File: src/chgw_pkg.sv
// Shared definitions for the gift-wrap convex hull block.
// Holds parameter defaults, the I/O coordinate width and the command codes
// that travel from the front end to the hull walker. No dependencies.
`timescale 1ns / 1ps
`default_nettype none

package chgw_pkg;

   localparam int MAX_POINTS_DEF = 64;
   localparam int COORD_BITS_DEF = 16;
   localparam int IO_COORD_W     = 16;
   localparam int QUEUE_DEPTH    = 2;

   typedef enum logic [1:0] {
      OP_STORE,
      OP_STORE_RUN,
      OP_RUN
   } op_type;

endpackage

`default_nettype wire

File: src/chgw_req_if.sv
// Request channel of the convex hull block: one point per request.
// Depends on chgw_pkg for the coordinate width.
`timescale 1ns / 1ps
`default_nettype none

interface chgw_req_if import chgw_pkg::*; ();

   logic                         valid;
   logic                         ready;
   logic signed [IO_COORD_W-1:0] point_x;
   logic signed [IO_COORD_W-1:0] point_y;
   logic                         last_point;

   modport source (output valid, output point_x, output point_y, output last_point,
                   input ready);
   modport sink (input valid, input point_x, input point_y, input last_point,
                 output ready);

endinterface

`default_nettype wire

File: src/chgw_rsp_if.sv
// Response channel of the convex hull block: one hull vertex per response.
// Depends on chgw_pkg for the coordinate width.
`timescale 1ns / 1ps
`default_nettype none

interface chgw_rsp_if import chgw_pkg::*; ();

   logic                         valid;
   logic                         ready;
   logic signed [IO_COORD_W-1:0] hull_x;
   logic signed [IO_COORD_W-1:0] hull_y;
   logic                         last_vertex;
   logic                         overrun;

   modport source (output valid, output hull_x, output hull_y, output last_vertex,
                   output overrun, input ready);
   modport sink (input valid, input hull_x, input hull_y, input last_vertex,
                 input overrun, output ready);

endinterface

`default_nettype wire

File: src/chgw_ram.sv
// Generic single-write, single-read RAM with a registered read port.
// No dependencies.
`timescale 1ns / 1ps
`default_nettype none

module chgw_ram #(
   parameter int WIDTH = 32,
   parameter int DEPTH = 64,
   localparam int AW = $clog2(DEPTH)
) (
   input  wire logic             clock,
   input  wire logic             wr_en,
   input  wire logic [AW-1:0]    wr_addr,
   input  wire logic [WIDTH-1:0] wr_data,
   input  wire logic [AW-1:0]    rd_addr,
   output logic      [WIDTH-1:0] rd_data
);

   logic [WIDTH-1:0] mem_ff [DEPTH];
   logic [WIDTH-1:0] rd_data_ff;

   always_ff @(posedge clock) begin
      if (wr_en) begin
         mem_ff[wr_addr] <= wr_data;
      end
      rd_data_ff <= mem_ff[rd_addr];
   end

   assign rd_data = rd_data_ff;

endmodule

`default_nettype wire

File: src/chgw_front.sv
// Front end of the convex hull block: accepts point requests, resizes the
// coordinates and turns each request into a store and/or walk command.
// Depends on chgw_pkg and chgw_req_if.
`timescale 1ns / 1ps
`default_nettype none

module chgw_front import chgw_pkg::*; #(
   parameter int MAX_POINTS = MAX_POINTS_DEF,
   parameter int COORD_BITS = COORD_BITS_DEF,
   localparam int CNTW = $clog2(MAX_POINTS + 1)
) (
   input  wire logic                   clock,
   input  wire logic                   reset,
   chgw_req_if.sink                    req,
   output logic                        q_valid,
   input  wire logic                   q_ready,
   output op_type                      q_op,
   output logic        [CNTW-1:0]      q_count,
   output logic signed [COORD_BITS-1:0] q_x,
   output logic signed [COORD_BITS-1:0] q_y
);

   logic [CNTW-1:0] fill_ff, fill_in;
   logic            room;
   logic            accept;

   assign room     = fill_ff < CNTW'(MAX_POINTS);
   assign req.ready = q_ready;
   assign accept   = req.valid && q_ready;
   assign q_valid  = req.valid && (room || req.last_point);
   assign q_count  = room ? CNTW'(fill_ff + 1'b1) : fill_ff;
   assign q_x      = COORD_BITS'({{IO_COORD_W{1'b0}}, req.point_x});
   assign q_y      = COORD_BITS'({{IO_COORD_W{1'b0}}, req.point_y});

   always_comb begin
      if (!req.last_point) begin
         q_op = OP_STORE;
      end else if (room) begin
         q_op = OP_STORE_RUN;
      end else begin
         q_op = OP_RUN;
      end
   end

   always_comb begin
      fill_in = fill_ff;
      if (accept) begin
         if (req.last_point) begin
            fill_in = '0;
         end else if (room) begin
            fill_in = CNTW'(fill_ff + 1'b1);
         end
      end
   end

   always_ff @(posedge clock) begin
      if (reset) begin
         fill_ff <= '0;
      end else begin
         fill_ff <= fill_in;
      end
   end

endmodule

`default_nettype wire

File: src/chgw_queue.sv
// Small register FIFO that decouples the front end from the hull walker.
// No dependencies.
`timescale 1ns / 1ps
`default_nettype none

module chgw_queue #(
   parameter int WIDTH = 8,
   parameter int DEPTH = 2,
   localparam int PW = (DEPTH > 1) ? $clog2(DEPTH) : 1,
   localparam int UW = $clog2(DEPTH + 1)
) (
   input  wire logic             clock,
   input  wire logic             reset,
   input  wire logic             in_valid,
   output logic                  in_ready,
   input  wire logic [WIDTH-1:0] in_data,
   output logic                  out_valid,
   input  wire logic             out_ready,
   output logic      [WIDTH-1:0] out_data
);

   logic [WIDTH-1:0] mem_ff [DEPTH];
   logic [PW-1:0]    wr_ptr_ff, wr_ptr_in;
   logic [PW-1:0]    rd_ptr_ff, rd_ptr_in;
   logic [UW-1:0]    used_ff, used_in;
   logic             push, pop;

   assign in_ready  = used_ff != UW'(DEPTH);
   assign out_valid = used_ff != '0;
   assign out_data  = mem_ff[rd_ptr_ff];
   assign push      = in_valid && in_ready;
   assign pop       = out_valid && out_ready;

   always_comb begin
      wr_ptr_in = wr_ptr_ff;
      rd_ptr_in = rd_ptr_ff;
      used_in   = used_ff;
      if (push) begin
         wr_ptr_in = (wr_ptr_ff == PW'(DEPTH - 1)) ? '0 : PW'(wr_ptr_ff + 1'b1);
      end
      if (pop) begin
         rd_ptr_in = (rd_ptr_ff == PW'(DEPTH - 1)) ? '0 : PW'(rd_ptr_ff + 1'b1);
      end
      if (push && !pop) begin
         used_in = UW'(used_ff + 1'b1);
      end else if (pop && !push) begin
         used_in = UW'(used_ff - 1'b1);
      end
   end

   always_ff @(posedge clock) begin
      if (reset) begin
         wr_ptr_ff <= '0;
         rd_ptr_ff <= '0;
         used_ff   <= '0;
      end else begin
         wr_ptr_ff <= wr_ptr_in;
         rd_ptr_ff <= rd_ptr_in;
         used_ff   <= used_in;
      end
   end

   always_ff @(posedge clock) begin
      if (push) begin
         mem_ff[wr_ptr_ff] <= in_data;
      end
   end

endmodule

`default_nettype wire

File: src/chgw_walk.sv
// Back end of the convex hull block: writes points into the point store,
// tracks the start vertex and runs the Jarvis march, visiting the stored
// points in turn. Depends on chgw_pkg, chgw_rsp_if and chgw_ram.
`timescale 1ns / 1ps
`default_nettype none

module chgw_walk import chgw_pkg::*; #(
   parameter int MAX_POINTS = MAX_POINTS_DEF,
   parameter int COORD_BITS = COORD_BITS_DEF,
   localparam int CNTW = $clog2(MAX_POINTS + 1),
   localparam int AW   = $clog2(MAX_POINTS),
   localparam int CW   = COORD_BITS,
   localparam int PRW  = 2 * COORD_BITS + 2
) (
   input  wire logic                 clock,
   input  wire logic                 reset,
   input  wire logic                 q_valid,
   output logic                      q_ready,
   input  wire op_type               q_op,
   input  wire logic        [CNTW-1:0] q_count,
   input  wire logic signed [CW-1:0] q_x,
   input  wire logic signed [CW-1:0] q_y,
   chgw_rsp_if.source                rsp
);

   typedef enum logic [2:0] {
      ST_IDLE,
      ST_READ,
      ST_MUL,
      ST_CMP,
      ST_DECIDE
   } state_type;

   state_type               state_ff, state_in;
   logic [CNTW-1:0]         cnt_ff, cnt_in;
   logic [CNTW-1:0]         idx_ff, idx_in;
   logic [CNTW-1:0]         n_ff, n_in;
   logic signed [CW-1:0]    start_x_ff, start_x_in, start_y_ff, start_y_in;
   logic signed [CW-1:0]    cur_x_ff, cur_x_in, cur_y_ff, cur_y_in;
   logic signed [CW-1:0]    cand_x_ff, cand_x_in, cand_y_ff, cand_y_in;
   logic signed [CW-1:0]    pt_x_ff, pt_x_in, pt_y_ff, pt_y_in;
   logic                    skip_ff, skip_in;
   logic signed [PRW-1:0]   prod_a_ff, prod_a_in, prod_b_ff, prod_b_in;
   logic                    out_valid_ff, out_valid_in;
   logic signed [IO_COORD_W-1:0] out_x_ff, out_x_in, out_y_ff, out_y_in;
   logic                    out_last_ff, out_last_in;
   logic                    out_ovr_ff, out_ovr_in;

   logic                    wr_en;
   logic [CNTW-1:0]         wr_idx;
   logic [AW-1:0]           wr_addr;
   logic [AW-1:0]           rd_addr;
   logic [2*CW-1:0]         rd_data;
   logic signed [CW-1:0]    rd_x, rd_y;
   logic signed [CW:0]      dpx, dpy, dqx, dqy;
   logic [CNTW-1:0]         idx_next;
   logic                    scan_end;
   logic                    is_store, new_min, take, closed, limit, out_free;

   chgw_ram #(
      .WIDTH (2 * CW),
      .DEPTH (MAX_POINTS)
   ) u_store (
      .clock   (clock),
      .wr_en   (wr_en),
      .wr_addr (wr_addr),
      .wr_data ({q_x, q_y}),
      .rd_addr (rd_addr),
      .rd_data (rd_data)
   );

   assign q_ready  = state_ff == ST_IDLE;
   assign is_store = q_op != OP_RUN;
   assign new_min  = (q_count == CNTW'(1)) || (q_x < start_x_ff);
   assign wr_en    = (state_ff == ST_IDLE) && q_valid && is_store;
   assign wr_idx   = CNTW'(q_count - 1'b1);
   assign wr_addr  = wr_idx[AW-1:0];

   assign idx_next = CNTW'(idx_ff + 1'b1);
   assign scan_end = idx_next == cnt_ff;
   assign rd_addr  = (state_ff == ST_CMP) ? idx_next[AW-1:0] : '0;

   assign rd_x = rd_data[2*CW-1:CW];
   assign rd_y = rd_data[CW-1:0];
   assign dpx  = (CW+1)'(rd_x) - (CW+1)'(cur_x_ff);
   assign dpy  = (CW+1)'(rd_y) - (CW+1)'(cur_y_ff);
   assign dqx  = (CW+1)'(cand_x_ff) - (CW+1)'(cur_x_ff);
   assign dqy  = (CW+1)'(cand_y_ff) - (CW+1)'(cur_y_ff);

   assign take     = (idx_ff == '0) || (!skip_ff && (prod_a_ff <= prod_b_ff));
   assign closed   = (cand_x_ff == start_x_ff) && (cand_y_ff == start_y_ff);
   assign limit    = n_ff >= CNTW'(MAX_POINTS - 1);
   assign out_free = !out_valid_ff || rsp.ready;

   always_comb begin
      state_in     = state_ff;
      cnt_in       = cnt_ff;
      idx_in       = idx_ff;
      n_in         = n_ff;
      start_x_in   = start_x_ff;
      start_y_in   = start_y_ff;
      cur_x_in     = cur_x_ff;
      cur_y_in     = cur_y_ff;
      cand_x_in    = cand_x_ff;
      cand_y_in    = cand_y_ff;
      pt_x_in      = rd_x;
      pt_y_in      = rd_y;
      skip_in      = (rd_x == cur_x_ff) && (rd_y == cur_y_ff);
      prod_a_in    = dpx * dqy;
      prod_b_in    = dpy * dqx;
      out_valid_in = out_valid_ff && !rsp.ready;
      out_x_in     = out_x_ff;
      out_y_in     = out_y_ff;
      out_last_in  = out_last_ff;
      out_ovr_in   = out_ovr_ff;

      case (state_ff)
         ST_IDLE: begin
            if (q_valid) begin
               cnt_in = q_count;
               idx_in = '0;
               n_in   = '0;
               if (is_store && new_min) begin
                  start_x_in = q_x;
                  start_y_in = q_y;
               end
               if (q_op != OP_STORE) begin
                  state_in = ST_READ;
                  cur_x_in = (is_store && new_min) ? q_x : start_x_ff;
                  cur_y_in = (is_store && new_min) ? q_y : start_y_ff;
               end
            end
         end
         ST_READ: begin
            state_in = ST_MUL;
         end
         ST_MUL: begin
            state_in = ST_CMP;
         end
         ST_CMP: begin
            if (take) begin
               cand_x_in = pt_x_ff;
               cand_y_in = pt_y_ff;
            end
            idx_in   = idx_next;
            state_in = scan_end ? ST_DECIDE : ST_MUL;
         end
         ST_DECIDE: begin
            if (out_free) begin
               out_valid_in = 1'b1;
               out_x_in     = IO_COORD_W'(cur_x_ff);
               out_y_in     = IO_COORD_W'(cur_y_ff);
               out_last_in  = closed || limit;
               out_ovr_in   = !closed && limit;
               if (closed || limit) begin
                  state_in = ST_IDLE;
               end else begin
                  cur_x_in = cand_x_ff;
                  cur_y_in = cand_y_ff;
                  n_in     = CNTW'(n_ff + 1'b1);
                  idx_in   = '0;
                  state_in = ST_READ;
               end
            end
         end
         default: begin
            state_in = ST_IDLE;
         end
      endcase
   end

   always_ff @(posedge clock) begin
      if (reset) begin
         state_ff     <= ST_IDLE;
         cnt_ff       <= '0;
         idx_ff       <= '0;
         n_ff         <= '0;
         out_valid_ff <= 1'b0;
         start_x_ff   <= '0;
         start_y_ff   <= '0;
         cur_x_ff     <= '0;
         cur_y_ff     <= '0;
         cand_x_ff    <= '0;
         cand_y_ff    <= '0;
      end else begin
         state_ff     <= state_in;
         cnt_ff       <= cnt_in;
         idx_ff       <= idx_in;
         n_ff         <= n_in;
         out_valid_ff <= out_valid_in;
         start_x_ff   <= start_x_in;
         start_y_ff   <= start_y_in;
         cur_x_ff     <= cur_x_in;
         cur_y_ff     <= cur_y_in;
         cand_x_ff    <= cand_x_in;
         cand_y_ff    <= cand_y_in;
         pt_x_ff      <= pt_x_in;
         pt_y_ff      <= pt_y_in;
         skip_ff      <= skip_in;
         prod_a_ff    <= prod_a_in;
         prod_b_ff    <= prod_b_in;
         out_x_ff     <= out_x_in;
         out_y_ff     <= out_y_in;
         out_last_ff  <= out_last_in;
         out_ovr_ff   <= out_ovr_in;
      end
   end

   assign rsp.valid       = out_valid_ff;
   assign rsp.hull_x      = out_x_ff;
   assign rsp.hull_y      = out_y_ff;
   assign rsp.last_vertex = out_last_ff;
   assign rsp.overrun     = out_ovr_ff;

endmodule

`default_nettype wire

File: src/convex_hull_gift_wrap.sv
// Gift-wrap (Jarvis march) convex hull block, top level.
// Each request carries one signed point; last_point closes the cloud.
// Points are stored at one per cycle through a two-entry command queue.
// The request that closes the cloud starts the hull walk; while it runs,
// the queue fills and then request ready drops until the walk ends.
// The walk starts at the first stored point with the least x. Each step
// scans all N stored points in turn, each through a store read, a multiply
// and a compare, before the next hull vertex is chosen.
// Each response is one hull vertex in discovery order; last_vertex marks the
// final one, and overrun marks a walk cut off after MAX_POINTS vertices.
// Responses sit in an output register; a stalled receiver holds the walk
// at its next step and never loses or repeats a vertex.
// Reset empties the queue and point counts and drops a response in flight.
// Depends on chgw_pkg, the channel interfaces and the chgw_* modules.
`timescale 1ns / 1ps
`default_nettype none

module convex_hull_gift_wrap import chgw_pkg::*; #(
   parameter int MAX_POINTS = MAX_POINTS_DEF,
   parameter int COORD_BITS = COORD_BITS_DEF
) (
   input  wire logic   clock,
   input  wire logic   reset,
   chgw_req_if.sink    req_ch,
   chgw_rsp_if.source  rsp_ch
);

   localparam int CNTW = $clog2(MAX_POINTS + 1);
   localparam int OPW  = $bits(op_type);
   localparam int QW   = OPW + CNTW + 2 * COORD_BITS;

   logic                         f_valid, f_ready;
   op_type                       f_op;
   logic [CNTW-1:0]              f_count;
   logic signed [COORD_BITS-1:0] f_x, f_y;
   logic [QW-1:0]                f_data;

   logic                         w_valid, w_ready;
   logic [QW-1:0]                w_data;
   op_type                       w_op;
   logic [CNTW-1:0]              w_count;
   logic signed [COORD_BITS-1:0] w_x, w_y;

   chgw_front #(
      .MAX_POINTS (MAX_POINTS),
      .COORD_BITS (COORD_BITS)
   ) u_front (
      .clock   (clock),
      .reset   (reset),
      .req     (req_ch),
      .q_valid (f_valid),
      .q_ready (f_ready),
      .q_op    (f_op),
      .q_count (f_count),
      .q_x     (f_x),
      .q_y     (f_y)
   );

   assign f_data = {f_op, f_count, f_x, f_y};

   chgw_queue #(
      .WIDTH (QW),
      .DEPTH (QUEUE_DEPTH)
   ) u_queue (
      .clock     (clock),
      .reset     (reset),
      .in_valid  (f_valid),
      .in_ready  (f_ready),
      .in_data   (f_data),
      .out_valid (w_valid),
      .out_ready (w_ready),
      .out_data  (w_data)
   );

   assign w_op    = op_type'(w_data[QW-1 -: OPW]);
   assign w_count = w_data[2*COORD_BITS +: CNTW];
   assign w_x     = w_data[COORD_BITS +: COORD_BITS];
   assign w_y     = w_data[0 +: COORD_BITS];

   chgw_walk #(
      .MAX_POINTS (MAX_POINTS),
      .COORD_BITS (COORD_BITS)
   ) u_walk (
      .clock   (clock),
      .reset   (reset),
      .q_valid (w_valid),
      .q_ready (w_ready),
      .q_op    (w_op),
      .q_count (w_count),
      .q_x     (w_x),
      .q_y     (w_y),
      .rsp     (rsp_ch)
   );

endmodule

`default_nettype wire

File: src/flat_wrapper.sv
// flat-port wrapper written by rule: the top's interface ports become plain ports
module convex_hull_gift_wrap_flat import chgw_pkg::*;
#(
   parameter int MAX_POINTS = MAX_POINTS_DEF,
   parameter int COORD_BITS = COORD_BITS_DEF
)
  (clock, reset, req_ch_valid, req_ch_point_x, req_ch_point_y, req_ch_last_point, req_ch_ready, rsp_ch_valid, rsp_ch_hull_x, rsp_ch_hull_y, rsp_ch_last_vertex, rsp_ch_overrun, rsp_ch_ready);
  chgw_req_if req_ch_i ();
  chgw_rsp_if rsp_ch_i ();
  input  wire logic clock;
  input  wire logic reset;
  input wire logic [$bits(req_ch_i.valid)-1:0] req_ch_valid;
  input wire logic [$bits(req_ch_i.point_x)-1:0] req_ch_point_x;
  input wire logic [$bits(req_ch_i.point_y)-1:0] req_ch_point_y;
  input wire logic [$bits(req_ch_i.last_point)-1:0] req_ch_last_point;
  output wire logic [$bits(req_ch_i.ready)-1:0] req_ch_ready;
  output wire logic [$bits(rsp_ch_i.valid)-1:0] rsp_ch_valid;
  output wire logic [$bits(rsp_ch_i.hull_x)-1:0] rsp_ch_hull_x;
  output wire logic [$bits(rsp_ch_i.hull_y)-1:0] rsp_ch_hull_y;
  output wire logic [$bits(rsp_ch_i.last_vertex)-1:0] rsp_ch_last_vertex;
  output wire logic [$bits(rsp_ch_i.overrun)-1:0] rsp_ch_overrun;
  input wire logic [$bits(rsp_ch_i.ready)-1:0] rsp_ch_ready;
  assign req_ch_i.valid = req_ch_valid;
  assign req_ch_i.point_x = req_ch_point_x;
  assign req_ch_i.point_y = req_ch_point_y;
  assign req_ch_i.last_point = req_ch_last_point;
  assign req_ch_ready = req_ch_i.ready;
  assign rsp_ch_valid = rsp_ch_i.valid;
  assign rsp_ch_hull_x = rsp_ch_i.hull_x;
  assign rsp_ch_hull_y = rsp_ch_i.hull_y;
  assign rsp_ch_last_vertex = rsp_ch_i.last_vertex;
  assign rsp_ch_overrun = rsp_ch_i.overrun;
  assign rsp_ch_i.ready = rsp_ch_ready;
  convex_hull_gift_wrap #(.MAX_POINTS(MAX_POINTS), .COORD_BITS(COORD_BITS)) u_core (.clock(clock), .reset(reset), .req_ch(req_ch_i), .rsp_ch(rsp_ch_i));
endmodule
File: config.mk
export PLATFORM = sky130hd
export DESIGN_NAME = convex_hull_gift_wrap_flat
export DESIGN_NICKNAME = d
export VERILOG_FILES = /design/src/chgw_pkg.sv /design/src/chgw_req_if.sv /design/src/chgw_rsp_if.sv /design/src/chgw_ram.sv /design/src/chgw_front.sv /design/src/chgw_queue.sv /design/src/chgw_walk.sv /design/src/convex_hull_gift_wrap.sv /design/src/flat_wrapper.sv
export SDC_FILE = /design/constraint.sdc
export NUM_CORES = 2
export LEC_CHECK = 0
export ABC_AREA = 1
export BUFFER_PORTS_ARGS = -buffer_cell sky130_fd_sc_hd__buf_4
export CAP_MARGIN = 20
export CORE_MARGIN = 8
export CORE_UTILIZATION = 35
export CTS_CLUSTER_SIZE = 20
export DETAILED_ROUTE_END_ITERATION = 8
export GPL_ROUTABILITY_DRIVEN = 0
export HOLD_SLACK_MARGIN = 0.06
export RECOVER_POWER = 50
export SLEW_MARGIN = 15
export SYNTH_ARGS = -nofsm -noshare
export SYNTH_HDL_FRONTEND = slang
export SYNTH_SLANG_ARGS = --single-unit
export TNS_END_PERCENT = 5
File: constraint.sdc
create_clock -name clock -period 14.21 [get_ports clock]
set_input_delay 1.421 -clock clock [delete_from_list [all_inputs] [get_ports clock]]
set_output_delay 1.421 -clock clock [all_outputs]
set_load 0.02 [all_outputs]
# Yosys cells after proc, flatten, opt, wreduce, memory -nomap -nowiden
# Memories as Yosys holds them, arrays and structs flattened. A register that Yosys moved wholly into a read port is not among the register bits.
# Cells that the tools add are included.
[word_totals]
ff_bits = 267
ramBits = 2130
inputBits = 37
out_inout_bits = 36
elab_cells = 141
n_memories = 2
[op_classes]
n_addsub = 12
n_mul = 2
magnitude_cmp = 4
eq_ne = 16
mux = 42
bitwise_logic = 1
reduce_logical = 38
[memory_table]
columns = ["memory", "depth", "word_bits", "rd", "rd_ports_with_merged_regs", "wr", "line", "text"]
rows = [
  ["u_core.u_walk.u_store.mem_ff", 64, 32, 1, 1, 1, "chgw_ram.sv:19", "logic [WIDTH-1:0] mem_ff [DEPTH];"],
  ["u_core.u_queue.mem_ff", 2, 41, 1, 1, 1, "chgw_queue.sv:22", "logic [WIDTH-1:0] mem_ff [DEPTH];"],
]
[ops]
columns = ["op", "n"]
rows = [
  ["two-way mux 16 bit", 10],
  ["multiplier 17 x 17 -> 34 bit", 2],
  ["subtractor 16 x 16 -> 17 bit", 4],
  ["== test 16 bit", 4],
  ["one-hot mux 16 bit (2 select lines)", 2],
  ["two-way mux 7 bit", 7],
  ["less-or-equal comparator 34 bit", 1],
  ["adder 7 x 1 -> 7 bit, second input constant", 3],
  ["one-hot mux 7 bit (3 select lines)", 1],
  ["< comparator 16 bit", 1],
  ["one-hot mux 3 bit (5 select lines)", 1],
  ["one-hot mux 7 bit (2 select lines)", 1],
  ["logical AND 1 bit", 13],
  ["two-way mux 3 bit", 4],
  ["!= test 2 bit, second input constant", 6],
  ["two-way mux 1 bit", 11],
  ["two-way mux 2 bit", 4],
  ["AND reduction 4 bit", 2],
  ["nonzero test 2 bit", 4],
  ["== test 7 x 1 -> 1 bit, second input constant", 1],
  ["== test 7 bit", 1],
  ["greater-or-equal comparator 7 x 6 -> 1 bit, second input constant", 1],
  ["logical NOT 7 bit", 1],
  ["< comparator 7 bit, second input constant", 1],
  ["16 further kinds", 29],
]

# Longest topological paths before layout
[logic_depth]
depth_word = 8
depth_mapped = 37

# Hierarchy
# A second synthesis with hierarchy kept.
[unflattened]
cells_unflattened = 11334
area_unflattened_um2 = 123031.7
[by_module_without_submodules]
columns = ["mod", "n_inst", "cells_each", "area_each_um2", "seq_area_each_um2"]
rows = [
  ["chgw_ram", 1, 6769, 82738.1, 62139.6],
  ["chgw_walk", 1, 4294, 36172.2, 6476.2],
  ["chgw_queue", 1, 165, 3404.5, 2562.5],
  ["chgw_front", 1, 106, 716.9, 140.1],
]

# Worst setup path after synthesis
# Ideal clock, no wire load.
[synth_path]
path_kind = "flip-flop to flip-flop"
from = "reg u_core.u_walk.cur_y_ff[0]"
to = "reg u_core.u_walk.prod_b_ff[30], data pin"
setup_time_ps = 265
arrival_ps = 7042
t_required_ps = 13945
setup_slack_ps = 6903
path_stages_with_launch = 31
cell_sequence = "dfxtp_1 -> ha_1 -> fa_1 -> nand3b_1 -> a21oi_1 -> a211oi_1 -> o211ai_1 -> nand2_1 -> nand2_1 -> nand2_1 -> nand2_1 -> clkbuf_1 -> nor2_1 -> fa_1 -> inv_1 -> fa_1 -> inv_1 -> fa_1 -> fa_1 -> fa_1 -> inv_1 -> fa_1 -> inv_1 -> ha_1 -> nand2_1 -> nor4_1 -> nand4_1 -> nand3_1 -> a21boi_0 -> o21ai_0 -> xor2_1"
[synth_between]
elab_chain_len = 2
[synth_rtl]
columns = ["item", "line", "text"]
rows = [
  ["start, declared", "chgw_walk.sv:39", "logic signed [CW-1:0] cur_x_ff, cur_x_in, cur_y_ff, cur_y_in;"],
  ["start signal, assigned", "chgw_walk.sv:194", "cur_y_ff <= cur_y_in;"],
  ["subtractor 16 x 16 -> 17 bit", "chgw_walk.sv:86", "assign dpy = (CW+1)'(rd_y) - (CW+1)'(cur_y_ff);"],
  ["multiplier 17 x 17 -> 34 bit", "chgw_walk.sv:110", "prod_b_in = dpy * dqx;"],
  ["net u_core.u_walk.prod_b_in[30]", "chgw_walk.sv:43", "logic signed [PRW-1:0] prod_a_ff, prod_a_in, prod_b_ff, prod_b_in;"],
  ["end signal, assigned", "chgw_walk.sv:201", "prod_b_ff <= prod_b_in;"],
  ["end, declared", "chgw_walk.sv:43", ""],
]
# The timed path passes the listed nets, and every way through them passes these cells.
# A chain may end at the register's enable or synchronous reset.

==> out/results.txt <==
status: complete, but fails checks
failing checks: capacitance limit, slew limit
row count: 215
TritonCTS buffer count: 245
Clock Sinks: 2430
Seq/Total Area, Yosys: 59.4%
Clock Latency Late Sink: 0.95 ns
period utilisation layout: 62.5%
first-pass GRT wire length: 520000 um
I/O pin cnt: 73
CTS Hold Bufs: 0
Post-DRT Antenna Nets: 0
FF-to-FF path depth: 20
P&R area growth vs syn: 11.3%
flop-to-flop setup slack: 5.33 ns
wire per inst: 23.7 um
drt pass-1 iters: 6
count of warnings emitted by yosys: 0
Max clock buf depth: 4
Detailed Route WL: 357000 um
Main synth FF type: edfxtp_1
post-route non-filler standard cell count: 15065
CP Launch Type: register
GRT met1 Usage: 25.5%
relative slew slack: -187%
Post-synth ARST share: 0%
share of layout cells above drive strength 1: 6.76%
grt met3 use: 2.79%
post-synth cell types: 56
multi-input logic area: 0.0431 mm2
measured slew at the worst slew-check pin: 4.28 ns
setup TNS: 0 ns
Final setup viols: 0
Synthesized Nets: 11279
mapped cell area: 0.120 mm2
Hold Vio Cnt, Final: 0
CTS H-tree lvls: 4
post-synthesis cell count: 10356
cts repair resizes: 0
hold depth: 0
largest fanout on the critical path: 65
Worst Setup Path Type: reg2reg
initial antenna violation count: 14
full die area: 0.362 mm2
drc violations: 0
hold slack: 0.424 ns
max-capacitance violation count: 39
fmax: 113 MHz
placed cell count: 14620
crit path DAT: 9.59 ns
core area: 0.342 mm2
CTS tree: done
nets: 11233
CP endpoint kind: register
WHS Endpoint: u_core.u_walk.rsp.hull_x[12]
clock transition at the registers of the reported paths: 0.07 ns
final max-slew violation count: 2469
vias after detailed routing: 80688
R2R Path End: u_core.u_walk.cur_y_ff[6]
vias in the first global route: 78008
Starting Density: 35.1%
total track usage: 18.9%
GRT busiest layer: met2
fin crit period: 8.88 ns
Die Y: 602 um
Final Skew: 0.119 ns
worst endpoint required time: 14.92 ns
PortBufs: 72
global route total overflow: 0
CTS root buffer: clkbuf_16
Seq cells post-synth: 2430
number of flops mapped to enable cells by yosys: 2265
largest net degree at the start of global routing: 195
Seq. cell area: 0.0713 mm2
drt initial violations: 9058
routing usage on met2: 30.6%
die width: 602 um
Worst Hold Class: reg2reg
Mean Syn Cell Area: 11.6 um2
Filler Cell Count: 32805
Detail Placement HPWL: 208000 um
unrepaired setup endpoints after global routing: no
hold path startpoint: u_core.u_walk.cur_x_ff[12]
Post-CTS Setup Bufs: 0
vias per inst: 5.36
[worst max-delay path by stage]
stage	end	slack (ns)	depth (start not counted)
after floorplan	u_core.u_walk.prod_b_ff[30]	6.90	30
after global placement	u_core.u_walk.prod_a_ff[29]	5.98	33
after detailed placement	u_core.u_walk.prod_a_ff[29]	5.86	33
after CTS	u_core.u_walk.prod_a_ff[29]	5.89	33
after global routing	u_core.u_walk.cur_y_ff[5]	4.68	20
final	u_core.u_walk.cur_y_ff[6]	5.33	20
[cells in the final DEF, fill, tap and decap left out, types with 7 or more instances in the layout]
cell        instances
edfxtp_1         2265
nor2_1           1534
o21ai_0          1137
inv_1            1006
nand2_1           901
fa_1              596
nand3_1           346
ha_1              290
a21oi_1           280
o211ai_1          262
o221ai_1          257
o22ai_1           256
clkbuf_16         248
dfxtp_1           165
buf_4             153
clkbuf_1          147
xor2_1             98
nor2_4             71
clkinv_1           61
xnor2_1            47
or2_2              47
clkinv_2           46
nor3_1             31
inv_2              31
nand4_1            28
bufinv_16          19
buf_12             14
a21o_1             13
clkbuf_4           13
nand2_2            11
nor4_1             11
a31oi_1             9
clkinvlp_4          9
o21ai_2             8
o21a_1              8
a211oi_1            7
[state kept, by name, summed over array words and instances, names as in the netlist, 2 cells and up, named ones only]
register,flops
u_core.u_queue.used_ff,2
u_core.u_front.fill_ff,7
u_core.u_walk.idx_ff,7
u_core.u_walk.u_store.rd_data,32
u_core.u_walk.cur_x_ff,16
u_core.u_walk.rsp.hull_y,16
u_core.u_walk.pt_y_ff,16
u_core.u_walk.cand_y_ff,16
u_core.u_walk.rsp.hull_x,16
u_core.u_walk.cnt_ff,7
u_core.u_walk.prod_a_ff,34
u_core.u_walk.start_y_ff,16
u_core.u_walk.prod_b_ff,34
u_core.u_walk.state_ff,3
u_core.u_walk.n_ff,7
u_core.u_walk.cur_y_ff,16
u_core.u_walk.start_x_ff,16
u_core.u_queue.mem_ff,82
u_core.u_walk.pt_x_ff,16
u_core.u_walk.u_store.mem_ff,2048
u_core.u_walk.cand_x_ff,16
[cells in the mapped netlist (5+ instances only)]
cell type / instances / area (um2)
inv_1: 1038 / 3900
buf_1: 25 / 93.8
nand4_1: 28 / 175
o21bai_1: 5 / 37.5
nor4_1: 11 / 68.8
dfxtp_1: 165 / 3300
o221ai_1: 257 / 2250
nand2_1: 904 / 3390
o21a_1: 8 / 60.1
buf_4: 7 / 52.6
a31oi_1: 9 / 56.3
ha_1: 290 / 3630
xor2_1: 101 / 885
nor2_1: 1601 / 6010
fa_1: 596 / 11900
clkinv_1: 13 / 48.8
buf_2: 51 / 255
edfxtp_1: 2265 / 68000
a211oi_1: 7 / 52.6
o21ai_2: 8 / 70.1
inv_2: 8 / 30.0
nor3_1: 31 / 155
nand3_1: 346 / 1730
or2_2: 47 / 294
nand2_2: 10 / 62.6
a21o_1: 13 / 97.6
a21oi_1: 280 / 1400
clkbuf_1: 471 / 1770
o21ai_0: 1137 / 5690
buf_6: 6 / 67.6
xnor2_1: 49 / 429
o211ai_1: 262 / 1970
o22ai_1: 256 / 1600
[critical path, stage by stage (launching register included)]
cell and delay, ns:
dfxtp_1 0.29, clkbuf_1 0.76, inv_1 1.14, or2_2 0.23
o21ai_0 0.22, inv_2 0.14, clkbuf_1 2.69, ha_1 0.67
nand2_1 0.10, inv_1 0.05, nand3_1 0.09, inv_1 0.05
a21oi_1 0.18, nand2_1 0.07, nand2_1 0.05, nand2_1 0.07
nand2_2 0.64, nand2_4 0.48, nand2_1 0.21, nand3_1 0.13
a21oi_1 0.38
[layout make-up]
class / count / area share [%]
clock inverters: 129 / 0.873
inverters: 1059 / 3.00
well taps: 4557 / 4.27
diodes: 5 / 0.00937
clock buffers: 311 / 4.85
flip-flops and latches: 2430 / 53.4
repair buffers: 267 / 1.39
multi-input cells: 6307 / 32.2
[per-stage QoR]
step	utilization [%]	cell area, um2	setup WS (ns)
finish	39.0	134000	5.33
global route	39.0	134000	4.68
CTS	39.1	134000	5.89
detailed placement	36.9	126000	5.86
global placement	36.9	126000	5.98
floorplan	-	120000	6.90
[routing by layer]
layer / share of wire [%] / vias up
li1: - / 36130
met1: 41 / 40507
met2: 46 / 3380
met3: 7.8 / 669
met4: 4.8 / 2
met5: 0.0053 / -
[cells by family after synthesis]
kind of cell             Yosys count  synth area share, %
AO/OA/AOI/OAI                   2269                 11.3
XOR/XNOR                         152                 1.12
adder cells (fa/ha/maj)          886                 13.0
buffers and inverters           1619                 5.18
flip-flops                      2430                 59.4
multiplexers                       3               0.0250
AND/OR/NAND/NOR                 2997                 10.0
Power is left out: the tool's default activity adds up to more than one toggle a clock period on the data nets, which glitch-free logic cannot reach.
